$ cat config.mk
export PLATFORM = sky130hd
export DESIGN_NAME = ecp_reverse_rle_receiver_unit
export DESIGN_NICKNAME = d
export VERILOG_FILES = /design/src/hw/rtl/ecp_rle_pkg.sv /design/src/hw/rtl/ecp_rle_decide.sv /design/src/hw/rtl/ecp_rle_skid.sv /design/src/hw/rtl/ecp_reverse_rle_receiver_unit.sv
export SDC_FILE = /design/constraint.sdc
export NUM_CORES = 1
export LEC_CHECK = 0
export ABC_CLOCK_PERIOD_IN_PS = 5100
export BUFFER_PORTS_ARGS = -buffer_cell sky130_fd_sc_hd__buf_2
export CORE_MARGIN = 2
export CORE_UTILIZATION = 55
export CTS_CLUSTER_SIZE = 30
export DETAILED_ROUTE_END_ITERATION = 8
export PLACE_DENSITY = 0.83
export SYNTH_ARGS = -nofsm -noshare
export SYNTH_HDL_FRONTEND = slang
export SYNTH_SLANG_ARGS = --single-unit
$ cat constraint.sdc
create_clock -name i_clk -period 5.1 [get_ports i_clk]
set_input_delay 0.51 -clock i_clk [delete_from_list [all_inputs] [get_ports i_clk]]
set_output_delay 0.51 -clock i_clk [all_outputs]
set_load 0.05 [all_outputs]
$ cat src/hw/rtl/ecp_rle_pkg.sv
// ----------------------------------------------------------------------------
// ecp_rle_pkg
// Shared types and constants of the ECP reverse-channel RLE receiver.
// ----------------------------------------------------------------------------
package ecp_rle_pkg;

    localparam int unsigned LEN_BITS = 16;
    localparam logic [7:0]  CHANNEL_CMD_BIT = 8'h80;

    typedef enum logic {
        OP_START    = 1'b0,
        OP_TRANSFER = 1'b1
    } t_op;

    typedef enum logic [2:0] {
        ST_DATA     = 3'd0,
        ST_RUN_CNT  = 3'd1,
        ST_CHAN_CMD = 3'd2,
        ST_RUN_LONG = 3'd3,
        ST_ACK_TOUT = 3'd4,
        ST_IGNORED  = 3'd5,
        ST_STARTED  = 3'd6
    } t_status;

    typedef struct packed {
        t_op        op;
        logic [7:0] data_byte;
        logic       busy_line;
        logic       late_ack;
    } t_ecp_in;

    typedef struct packed {
        logic [7:0]          out_byte;
        logic [7:0]          repeat_res;
        t_status             status;
        logic [LEN_BITS-1:0] delivered;
        logic                done_res;
    } t_ecp_out;

endpackage

$ cat src/hw/rtl/ecp_rle_decide.sv
// ----------------------------------------------------------------------------
// ecp_rle_decide
// Request state, length register and the per-beat decode decision.
// ----------------------------------------------------------------------------
module ecp_rle_decide
    import ecp_rle_pkg::*;
#(
    parameter int unsigned COUNT_BITS = 16
) (
    input  logic                i_clk,
    input  logic                i_rst_n,
    input  logic                i_cfg_we,
    input  logic [LEN_BITS-1:0] i_cfg_data,
    input  logic                i_accept,
    input  t_ecp_in             i_item,
    output t_ecp_out            o_result
);

    localparam int unsigned CW = (COUNT_BITS > LEN_BITS) ? COUNT_BITS : LEN_BITS;

    logic [LEN_BITS-1:0]   r_req_len;
    logic                  r_active,      n_active;
    logic                  r_run_pending, n_run_pending;
    logic [7:0]            r_run_length,  n_run_length;
    logic [COUNT_BITS-1:0] r_byte_count,  n_byte_count;

    logic [CW-1:0]         w_len;
    logic [CW-1:0]         w_cnt;
    logic [CW-1:0]         w_remaining;
    logic [7:0]            w_copies;
    logic [COUNT_BITS:0]   w_sum;

    assign w_len       = CW'(r_req_len);
    assign w_cnt       = CW'(r_byte_count);
    assign w_remaining = (w_len > w_cnt) ? (w_len - w_cnt) : '0;
    // stored run length has bit 7 clear, so copies fit in eight bits
    assign w_copies    = r_run_pending ? (r_run_length + 8'd1) : 8'd1;
    assign w_sum       = {1'b0, r_byte_count} + (COUNT_BITS+1)'(w_copies);

    always_comb begin
        n_active      = r_active;
        n_run_pending = r_run_pending;
        n_run_length  = r_run_length;
        n_byte_count  = r_byte_count;
        o_result.out_byte   = '0;
        o_result.repeat_res = '0;
        o_result.status     = ST_IGNORED;

        if (i_item.op == OP_START) begin
            n_active          = (r_req_len != '0);
            n_run_pending     = 1'b0;
            n_run_length      = '0;
            n_byte_count      = '0;
            o_result.status   = ST_STARTED;
        end else if (r_active) begin
            if (w_remaining == '0) begin
                o_result.status = ST_IGNORED;
                n_active        = 1'b0;
            end else if (!r_run_pending && i_item.busy_line) begin
                if ((i_item.data_byte & CHANNEL_CMD_BIT) != '0) begin
                    o_result.status = ST_CHAN_CMD;
                    n_active        = 1'b0;
                end else if (CW'({1'b0, i_item.data_byte} + 9'd1) > w_remaining) begin
                    o_result.status = ST_RUN_LONG;
                    n_active        = 1'b0;
                end else if (i_item.late_ack) begin
                    o_result.status = ST_ACK_TOUT;
                    n_active        = 1'b0;
                end else begin
                    n_run_pending   = 1'b1;
                    n_run_length    = i_item.data_byte;
                    o_result.status = ST_RUN_CNT;
                end
            end else if (i_item.late_ack) begin
                o_result.status = ST_ACK_TOUT;
                n_active        = 1'b0;
            end else if (CW'(w_copies) > w_remaining) begin
                o_result.status = ST_RUN_LONG;
                n_active        = 1'b0;
            end else begin
                o_result.out_byte   = i_item.data_byte;
                o_result.repeat_res = w_copies;
                o_result.status     = ST_DATA;
                n_run_pending       = 1'b0;
                n_run_length        = '0;
                n_byte_count        = w_sum[COUNT_BITS] ? '1 : w_sum[COUNT_BITS-1:0];
                if (CW'(n_byte_count) >= w_len) begin
                    n_active = 1'b0;
                end
            end
        end

        // leaving a request drops any half-taken run
        if (!n_active) begin
            n_run_pending = 1'b0;
            n_run_length  = '0;
        end
        o_result.delivered = (CW'(n_byte_count) > CW'({LEN_BITS{1'b1}})) ? '1
                             : LEN_BITS'(CW'(n_byte_count));
        o_result.done_res  = !n_active;
    end

    always_ff @(posedge i_clk) begin
        if (!i_rst_n) begin
            r_req_len     <= LEN_BITS'(1);
            r_active      <= 1'b0;
            r_run_pending <= 1'b0;
            r_run_length  <= '0;
            r_byte_count  <= '0;
        end else begin
            if (i_cfg_we) begin
                r_req_len <= i_cfg_data;
            end
            if (i_accept) begin
                r_active      <= n_active;
                r_run_pending <= n_run_pending;
                r_run_length  <= n_run_length;
                r_byte_count  <= n_byte_count;
            end
        end
    end

endmodule

$ cat src/hw/rtl/ecp_rle_skid.sv
// ----------------------------------------------------------------------------
// ecp_rle_skid
// Result register with one skid entry, so a beat is taken while a result waits.
// ----------------------------------------------------------------------------
module ecp_rle_skid
    import ecp_rle_pkg::*;
(
    input  logic     i_clk,
    input  logic     i_rst_n,
    input  logic     i_push,
    input  t_ecp_out i_data,
    output logic     o_full,
    output logic     o_valid,
    input  logic     i_stall,
    output t_ecp_out o_data
);

    logic     r_out_valid;
    logic     r_skid_valid;
    t_ecp_out r_out;
    t_ecp_out r_skid;
    logic     w_pop;

    assign w_pop   = r_out_valid && !i_stall;
    assign o_full  = r_skid_valid;
    assign o_valid = r_out_valid;
    assign o_data  = r_out;

    always_ff @(posedge i_clk) begin
        if (!i_rst_n) begin
            r_out_valid  <= 1'b0;
            r_skid_valid <= 1'b0;
        end else if (w_pop) begin
            if (r_skid_valid) begin
                r_skid_valid <= 1'b0;
            end else begin
                r_out_valid <= i_push;
            end
        end else if (i_push) begin
            if (r_out_valid) begin
                r_skid_valid <= 1'b1;
            end else begin
                r_out_valid <= 1'b1;
            end
        end
    end

    always_ff @(posedge i_clk) begin
        if (w_pop) begin
            r_out <= r_skid_valid ? r_skid : i_data;
        end else if (i_push && !r_out_valid) begin
            r_out <= i_data;
        end
        if (i_push && r_out_valid && !w_pop) begin
            r_skid <= i_data;
        end
    end

    a_skid_needs_out: assert property (@(posedge i_clk) disable iff (!i_rst_n)
        r_skid_valid |-> r_out_valid)
        else $error("skid entry held without a result in front");

    a_push_into_skid: assert property (@(posedge i_clk) disable iff (!i_rst_n)
        (i_push && r_out_valid && !w_pop) |=> r_skid_valid)
        else $error("beat behind a stalled result was lost");

    a_drain_empty: assert property (@(posedge i_clk) disable iff (!i_rst_n)
        (w_pop && !r_skid_valid && !i_push) |=> !r_out_valid)
        else $error("result repeated after it was taken");

endmodule

$ cat src/hw/rtl/ecp_reverse_rle_receiver_unit.sv
// ----------------------------------------------------------------------------
// ecp_reverse_rle_receiver_unit
// ECP reverse-channel receiver with run-length decoding, one result per beat.
// ----------------------------------------------------------------------------
// The decode is combinational; its result is registered in the result buffer.
// Throughput: one beat per cycle while the result buffer is not full; the decode is a single pass on the state.
// A two-entry result buffer keeps input flowing while one result waits.
// Reset (synchronous, active low): no request running, counts cleared,
// request_length back to 1, result buffer empty.
module ecp_reverse_rle_receiver_unit
    import ecp_rle_pkg::*;
#(
    parameter int unsigned COUNT_BITS = 16
) (
    input  logic                i_clk,
    input  logic                i_rst_n,
    input  logic                i_in_valid,
    output logic                o_in_stall,
    input  t_ecp_in             i_in_data,
    output logic                o_out_valid,
    input  logic                i_out_stall,
    output t_ecp_out            o_out_data,
    input  logic                i_cfg_we,
    input  logic [LEN_BITS-1:0] i_cfg_data
);

    logic     w_accept;
    logic     w_full;
    t_ecp_out w_result;

    assign o_in_stall = w_full;
    assign w_accept   = i_in_valid && !w_full;

    ecp_rle_decide #(
        .COUNT_BITS (COUNT_BITS)
    ) u_decide (
        .i_clk      (i_clk),
        .i_rst_n    (i_rst_n),
        .i_cfg_we   (i_cfg_we),
        .i_cfg_data (i_cfg_data),
        .i_accept   (w_accept),
        .i_item     (i_in_data),
        .o_result   (w_result)
    );

    ecp_rle_skid u_skid (
        .i_clk   (i_clk),
        .i_rst_n (i_rst_n),
        .i_push  (w_accept),
        .i_data  (w_result),
        .o_full  (w_full),
        .o_valid (o_out_valid),
        .i_stall (i_out_stall),
        .o_data  (o_out_data)
    );

endmodule

Word-level counts from Yosys, hierarchy flattened
Cells that the tools add are included.

Reduce and logical (&&, ||, !) cells: 20. Bitwise logic cells: 1. Add/subtract/negate cells: 4. Eq/ne operators: 8. Muxes and demuxes: 60. $lt $le $gt $ge: 5.

Operators with widths (number): 2-to-1 mux 16 bit (14); 2-to-1 mux 36 bit (3); 2-to-1 mux 8 bit (11); > comparator 16 bit (2); 2-to-1 mux 1 bit (23); 2-to-1 mux 3 bit (7); 2-to-1 mux 19 bit (1); adder 16 x 8 -> 17 bit (1); >= comparator 16 bit (1); > comparator 16 bit, second input constant (1); > comparator 8 x 16 -> 1 bit (1); logical NOT 16 bit (1); != test 4 bit, second input constant (4); nonzero test 16 bit (1); subtractor 16 bit (1); adder 8 x 1 -> 9 bit, second input constant (1); adder 8 x 1 -> 8 bit, second input constant (1); AND reduction 8 bit (1); logical AND 1 bit (6); logical NOT 1 bit (6); != test 5 bit, second input constant (1); AND reduction 2 bit (2); nonzero test 2 bit (2); != test 3 x 2 -> 1 bit, second input constant (1); 5 further kinds (5).

Register bits: 116. Output and inout port bits: 38. Bits of input ports: 32. Word-level logic and storage cells: 115.

Depth between registers and ports, before layout
Gate-level depths: netlist of run 1.

Depth after elaboration: 15. Depth in mapped cells: 25. Depth with buffers taken out: 23.

Cells and area by module
A second synthesis of run 1 with hierarchy kept.

Cells, all modules: 803. Area, all modules: 7968.9 µm².

By module, submodules not included: ecp_rle_decide (times used 1, cells an instance 679, seq. area each 820.8 µm², area an instance 5107.4 µm²); ecp_rle_skid (times used 1, cells an instance 123, seq. area each 2202.1 µm², area an instance 2847.7 µm²); ecp_reverse_rle_receiver_unit (times used 1, cells an instance 1, seq. area each 0.0 µm², area an instance 13.8 µm²).

Worst setup path before layout of run 1
No wires, ideal clock.

Kind: register to register. Start point: register u_decide.r_run_length[0]. End point: register u_skid.r_out, in the netlist u_skid.o_data[0], data pin. Setup time: 260 ps. Path buffers: 1. Required time: 4840 ps. Data arrival time: 4545 ps. Setup slack: 295 ps. Period minus slack after synthesis: 4805 ps. Cell stages (with the launch flop): 25. Cell sequence: dfxtp_1 ha_1 xor2_1 and2_1 ha_1 a21o_1 maj3_1 and4_1 a2111oi_2 a21oi_1 nor2b_1 buf_2 or2_1 inv_1 ha_1 nand2b_1 a21o_1 a21o_1 a21oi_1 o21ai_0 a21oi_1 o211ai_1 nand3_1 a21oi_1 mux2_2.

RTL lines: start: declaration (RTL line ecp_rle_decide.sv:24) `logic [7:0] r_run_length, n_run_length;`; start signal: assignment (RTL line ecp_rle_decide.sv:117) `r_run_length <= n_run_length;`; end signal: assignment (RTL line ecp_rle_skid.sv:50) `r_out <= r_skid_valid ? r_skid : i_data;`; end signal: assignment (RTL line ecp_rle_skid.sv:52) `r_out <= i_data;`; end: declaration (RTL line ecp_rle_skid.sv:20) `t_ecp_out r_out;`.

Worst setup path after layout of run 1
Start point: register u_decide.r_byte_count[0]. End point: register u_decide.r_run_length[1].

Longest elaborated chain between the ends: 12. Elaborated cells between the ends (all ways): 27. Those cells by class: 2 x add/sub; 4 x order compare; 7 x eq/ne; 12 x mux; 2 x reduce/logical.

RTL lines: start: declaration (RTL line ecp_rle_decide.sv:25) `logic [COUNT_BITS-1:0] r_byte_count, n_byte_count;`; start signal: assignment (RTL line ecp_rle_decide.sv:118) `r_byte_count <= n_byte_count;`; adder 16 x 8 -> 17 bit (RTL line ecp_rle_decide.sv:38) `assign w_sum = {1'b0, r_byte_count} + (COUNT_BITS+1)'(w_copies);`; 2-to-1 mux 16 bit (RTL line ecp_rle_decide.sv:86) `n_byte_count = w_sum[COUNT_BITS] ? '1 : w_sum[COUNT_BITS-1:0];`; >= comparator 16 bit (RTL line ecp_rle_decide.sv:87) `if (CW'(n_byte_count) >= w_len) begin`; 2-to-1 mux 1 bit (RTL line ecp_rle_decide.sv:87); 2-to-1 mux 1 bit (RTL line ecp_rle_decide.sv:77) `end else if (CW'(w_copies) > w_remaining) begin`; 2-to-1 mux 1 bit (RTL line ecp_rle_decide.sv:74) `end else if (i_item.late_ack) begin`; 2-to-1 mux 1 bit (RTL line ecp_rle_decide.sv:59) `end else if (!r_run_pending && i_item.busy_line) begin`; 2-to-1 mux 1 bit (RTL line ecp_rle_decide.sv:56) `if (w_remaining == '0) begin`; 2-to-1 mux 1 bit (RTL line ecp_rle_decide.sv:55) `end else if (r_active) begin`; 2-to-1 mux 1 bit (RTL line ecp_rle_decide.sv:49) `if (i_item.op == OP_START) begin`; != test 5 bit (no source line), or another cell as far along; AND reduction 8 bit (no source line).

Several ways; a longest one is shown, not always the timed one. A chain may end at the register's enable or synchronous reset.

==> qor.txt, run 1 <==
Post-synthesis mux area share: 4.554%
Area growth, synth to finish: 15.25%
Setup Crit Path Kind: register to register
Antenna-violating nets left: 0
Site Rows: 42
Adder-cell share of the synthesized area: 10.30%
Outcome: finished, final reports clean
Die ar.: 14,740 sq um
Root Driver: clkbuf_16
Kind of end point of the critical path: register
Initial Util: 56.81%
Count leader, synth: edfxtp_1
Layout Cells excl Fill: 1,048
Peak VDD IR: 0.2164 mV
Synthesized area: 7582 sq um
Hold buffers post-CTS: 0
Power per standard cell area: 313.6 nW/um^2
Compound-gate portion of the synthesized area: 17.97%
Vias/cell: 6.363
GRT Overall Usage: 28.87%
Netlist cell types: 79
Hold Crit Class: input port to register
Max_cap viols: 0
Synthesized net count: 882
Final slew viol count: 0
Largest net degree at the start of global routing: 40
Residual DRC: 0
Hold Fails Final Rpt: 0
DRT iter0 DRCs: 846
Share of cells above drive strength 1: 19.04%
Top post-synthesis cells by area: edfxtp_1 29%, dfxtp_1 11%, ha_1 9.2%
Initial antenna violation count: 0
Htree depth: 4
Worst Skew: 0.007597 ns
Total wire length: 20,570 um
Die H: 121.4 um
Die width: 121.4 um
Fmax: 208.0 MHz
CTS Sinks: 115
Global-route wire length before repair: 32,760 um
Vias in the first global route: 6,257
Post-Synth XOR/XNOR Area: 3.581%
Placed Cells: 1,016
Crit-path max FO: 7
Final Cycle Share: 94.29%
WP data arrival: 5.14 ns
Sequential fraction of the synthesis area: 39.87%
CTS Buf Count: 17
Post-CTS sizing: 0
N_diodes: 0
Ys async rst share: 0%
Post-synth EDFFs: 72
Startpoint Class: register
Total power: 2.740 mW
HPWL Detailed: 14,750 um
Nets: 949
Clock tree buffer depth: 2
Largest family of logic cells by synthesized area: simple AND/OR/NAND/NOR gates
I/O Pins: 70
Grt ovf: 0
Min Tclk post-route: 4.809 ns
Post-DR wirelength/cell: 19.63 um
CTS tree: built
GP Congestion: 1.021
Avg Cell Area, Syn: 9.574 sq um
Fill cells: 1,076
DRT Pass-1 Iters: 6
Area leader, netlist: edfxtp_1
Vias: 6,668
Crit path required time: 5.43 ns
Setup bufs post-CTS: 0
Worst-path clk slew: 0.06 ns
Post-synth top cells: 72 x edfxtp_1, 65 x nand2_1, 62 x nor2_1
Final setup fails: 0
Input/output buffers: 69
P_leak: 3.570 nW
Flip-flop and latch count after synthesis: 115
Synth Instances: 792
Simple-gate share of the synthesized area: 18.58%
Ys flop type: edfxtp_1
Slew HR: 18.04%
Synth top area share: 28.51%
Clock Latency Late Sink: 0.43 ns
Worst Max-Slew Pin Slew: 1.220 ns
Core area: 13,350 sq um
Yosys warns: 0
where the power goes:
| group | leakage [nW] | internal (mW) | switching (mW) |
|---|---|---|---|
| clock network | 0.270 | 0.711 | 0.445 |
| registers | 1.07 | 1.03 | 0.0217 |
| logic | 2.23 | 0.175 | 0.360 |
| total | 3.57 | 1.91 | 0.826 |
per-layer routing:
| metal | vias to the layer above | share of wire (%) | global-route usage (%) |
|---|---|---|---|
| met4 | 0 | 2.7 | 10.13 |
| li1 | 3079 | - | - |
| met5 | - | 0 | 0 |
| met3 | 61 | 9.6 | 5.545 |
| met2 | 404 | 46 | 45.61 |
| met1 | 3124 | 42 | 39.65 |
worst paths after layout:
kind                                                start                        end  slack, ns  depth (start not counted)
worst min-delay path                        i_cfg_data[2]      u_decide.r_req_len[2]       0.31                          3
worst max-delay path             u_decide.r_byte_count[0]   u_decide.r_run_length[1]       0.29                         18
worst max register to register   u_decide.r_byte_count[0]   u_decide.r_run_length[1]       0.29                         18
worst min register to register  u_decide.r_byte_count[11]  u_decide.r_byte_count[11]       0.51                          1
cells by family after synthesis:
logic type,Yosys count
flip-flops,115
AND/OR/NAND/NOR,275
multiplexers,33
buffers and inverters,89
XOR/XNOR,31
adder cells (fa/ha/maj),62
AO/OA/AOI/OAI,187
per-stage QoR:
| stage | hold slack (ns) | cell area (sq um) | utilization, % | setup TNS [ns] | setup slack (ns) |
|---|---|---|---|---|---|
| 6_report | 0.3141 | 8738 | 65.47 | 0 | 0.2912 |
| 5_1_grt | 0.3354 | 8738 | 65.47 | -0.09138 | -0.04057 |
| 4_1_cts | 0.3149 | 8661 | 64.89 | 0 | 0.05769 |
| 3_5_place_dp | 0.4960 | 8095 | 60.65 | 0 | 0.06209 |
| 3_3_place_gp | 0.4938 | 8095 | 60.65 | 0 | 0.2126 |
| 2_1_floorplan | 0.4623 | 7582 | - | 0 | 0.2949 |
critical path: stages (launching register included):
cell and delay (ns):
dfxtp_1 0.50, ha_1 0.24, inv_1 0.06, fa_1 0.42, a211oi_1 0.34, o21ai_1 0.20, xnor2_1 0.17, a211oi_2 0.40
inv_1 0.09, ha_1 0.31, nand4_1 0.08, nor3_1 0.36, o21bai_1 0.19, o31ai_1 0.14, a21oi_1 0.16, o21ai_1 0.14
a2111oi_4 0.42, nand3_2 0.20, o21ai_0 0.26
layout by cell type, fill, tap and decap left out, drive strengths merged, types with 9 or more instances in the layout:
| cell type | instances |
|---|---|
| o21ai | 42 |
| inv | 55 |
| ha | 56 |
| buf | 84 |
| xor2 | 11 |
| a31oi | 11 |
| clkbuf | 17 |
| dfxtp | 43 |
| a21oi | 40 |
| nor2 | 64 |
| xnor2 | 20 |
| edfxtp | 72 |
| nor3 | 15 |
| a22o | 9 |
| o211ai | 14 |
| mux2i | 27 |
| nor4 | 11 |
| and3 | 20 |
| nor2b | 9 |
| nand2 | 65 |
| nand3 | 39 |
| a21o | 10 |
| a32o | 16 |
| nand2b | 12 |
final cells by class:
type | instances | area, sq um | area share (%)
clock inverter | 15 | 140.1 | 1.604
timing repair buffer | 84 | 470.5 | 5.384
tap | 176 | 220.2 | 2.520
inverter | 53 | 198.9 | 2.277
sequential | 115 | 3028 | 34.65
multi-input combinational | 588 | 4255 | 48.70
clock buffer | 17 | 425.4 | 4.868
registers in the layout, summed over array words and instances, names as in the netlist:
name / cells
u_skid.o_full: 1
u_skid.o_valid: 1
u_skid.r_skid: 36
u_decide.r_run_length: 7
u_skid.o_data: 36
u_decide.r_run_pending: 1
u_decide.r_active: 1
u_decide.r_byte_count: 16
u_decide.r_req_len: 16
No activity file was read; power rests on OpenSTA's default activity.
==> inputs of run 2 (changes only) <==
==> constraint.sdc (replaced) <==
create_clock -name i_clk -period 5.1 [get_ports i_clk]
set_input_delay 1.02 -clock i_clk [delete_from_list [all_inputs] [get_ports i_clk]]
set_output_delay 1.02 -clock i_clk [all_outputs]
set_load 0.05 [all_outputs]
==> qor.txt, run 2 (synthesized netlist as in run 1, its figures left out) <==
Max_cap viols: 0
Combinational Power Share: 18.0%
GP Congestion: 0.9842
WP data arrival: 5.00 ns
Vias: 6,595
Worst Max-Slew Pin Slew: 1.235 ns
Final slew viol count: 0
Antenna-violating nets left: 0
Crit path required time: 5.28 ns
Place WS: 0.07253 ns
Initial antenna violation count: 0
Area growth, synth to finish: 16.49%
Min Tclk post-route: 4.820 ns
Post-DR wirelength/cell: 19.35 um
M3 GR Usage: 5.733%
Core area: 13,350 sq um
I/O Pins: 70
Die ar.: 14,740 sq um
Leading cell type in the layout, fill and taps excluded: edfxtp_1
Clock tree buffer depth: 2
Global-route wire length before repair: 32,140 um
Fin Setup TNS: 0 ns
Clock Latency Late Sink: 0.43 ns
Fmax: 207.5 MHz
Met1 Use GR: 38.25%
Final setup fails: 0
Input/output buffers: 69
Clk pwr share: 46.3%
N_diodes: 0
Worst Skew: 0.009575 ns
Commonest cells after routing, fill and taps aside: 72 x edfxtp_1, 69 x buf_2, 65 x nand2_1
Worst setup margin: 0.2802 ns
Pint: 2.119 mW
Slew HR: 17.01%
Die H: 121.4 um
Sw Ratio: 27.90%
Root Driver: clkbuf_16
GRT Overall Usage: 28.30%
Crit-path max FO: 9
Nets: 953
Final Cycle Share: 94.51%
Residual DRC: 0
Kind of end point of the critical path: register
Net load switching power: 0.8199 mW
Setup Crit Path Kind: register to register
DRT iter0 DRCs: 683
Site Rows: 42
Share of cells above drive strength 1: 18.95%
Vias/cell: 6.269
Grt peak-use layer: met2
P_leak: 3.628 nW
Total wire length: 20,350 um
CTS Buf Count: 17
Htree depth: 4
Grt ovf: 0
Worst-path clk slew: 0.06 ns
Largest net degree at the start of global routing: 37
CTS Sinks: 115
Hold buffers post-CTS: 0
HPWL Detailed: 14,550 um
Initial Util: 56.81%
Hold Fails Final Rpt: 0
Die width: 121.4 um
Power per standard cell area: 332.7 nW/um^2
Outcome: finished, final reports clean
Flop pwr share: 35.7%
DRT Pass-1 Iters: 5
Hold Crit Class: register to register
CTS tree: built
R2r setup slk: 0.28 ns
Startpoint Class: register
Vias in the first global route: 6,198
Global Route met2 Usage: 45.15%
Peak VDD IR: 0.2018 mV
[run 2: cell type report]
cell class | count | area (sq um)
Fill cell | 1016 | 4516
Multi-Input combinational cell | 588 | 4227
Sequential cell | 115 | 3024
Timing Repair Buffer | 88 | 500.5
Clock buffer | 18 | 429.2
Clock inverter | 14 | 232.7
Tap cell | 176 | 220.2
Inverter | 53 | 198.9
[run 2: layer usage]
metal,part of all wire [%],vias to the layer above
met5,0,-
met4,2.4,0
met3,9.6,52
met2,46,363
met1,42,3095
li1,-,3085
[run 2: critical path: stages, from the launching register on]
cell	delay [ns]
dfxtp_1	0.32
ha_1	0.29
nand2_1	0.11
inv_2	0.07
fa_2	0.38
a21o_1	0.17
maj3_2	0.34
and4_1	0.22
a2111oi_2	0.33
a21oi_1	0.12
nor2b_2	0.19
buf_4	0.17
nand2b_1	0.18
ha_1	0.31
a21o_1	0.19
a21o_1	0.17
a21oi_1	0.14
o211ai_1	0.14
a21oi_2	0.17
o211ai_1	0.10
nand3_1	0.09
a21oi_1	0.10
mux2_2	0.27
[run 2: repair_timing]
item,in CTS,in global routing
resized for setup,0,13
setup buffers,0,2
endpoints found under the setup margin,0,10
hold endpoints to repair,0,0
[run 2: power groups by stage]
stage,clock [mW],combinational (mW),sequential [mW]
6_report,1.36,0.529,1.05
5_1_grt,1.40,0.572,1.05
3_5_place_dp,0,0.511,1.07
3_3_place_gp,0,0.505,1.07
4_1_cts,1.36,0.516,1.05
2_1_floorplan,0,0.308,1.15
[run 2: worst paths after layout]
kind                            start                       end  cells past startpoint
min reg2reg  u_decide.r_run_length[1]  u_decide.r_run_length[1]                      2
max          u_decide.r_run_length[0]          u_skid.o_data[0]                     22
max reg2reg  u_decide.r_run_length[0]          u_skid.o_data[0]                     22
min          u_decide.r_run_length[1]  u_decide.r_run_length[1]                      2
[run 2: per-stage QoR]
stage	util (%)	std cells	power (mW)	hold slack, ns	cell area [sq um]
floorplan	-	792	1.457	0.4623	7582
global placement	60.76	1018	1.571	0.4908	8110
detailed placement	60.76	1018	1.579	0.4964	8110
CTS	65.72	1050	2.923	0.5120	8772
global route	66.17	1052	3.026	0.5310	8832
finish	66.17	1052	2.939	0.5010	8832
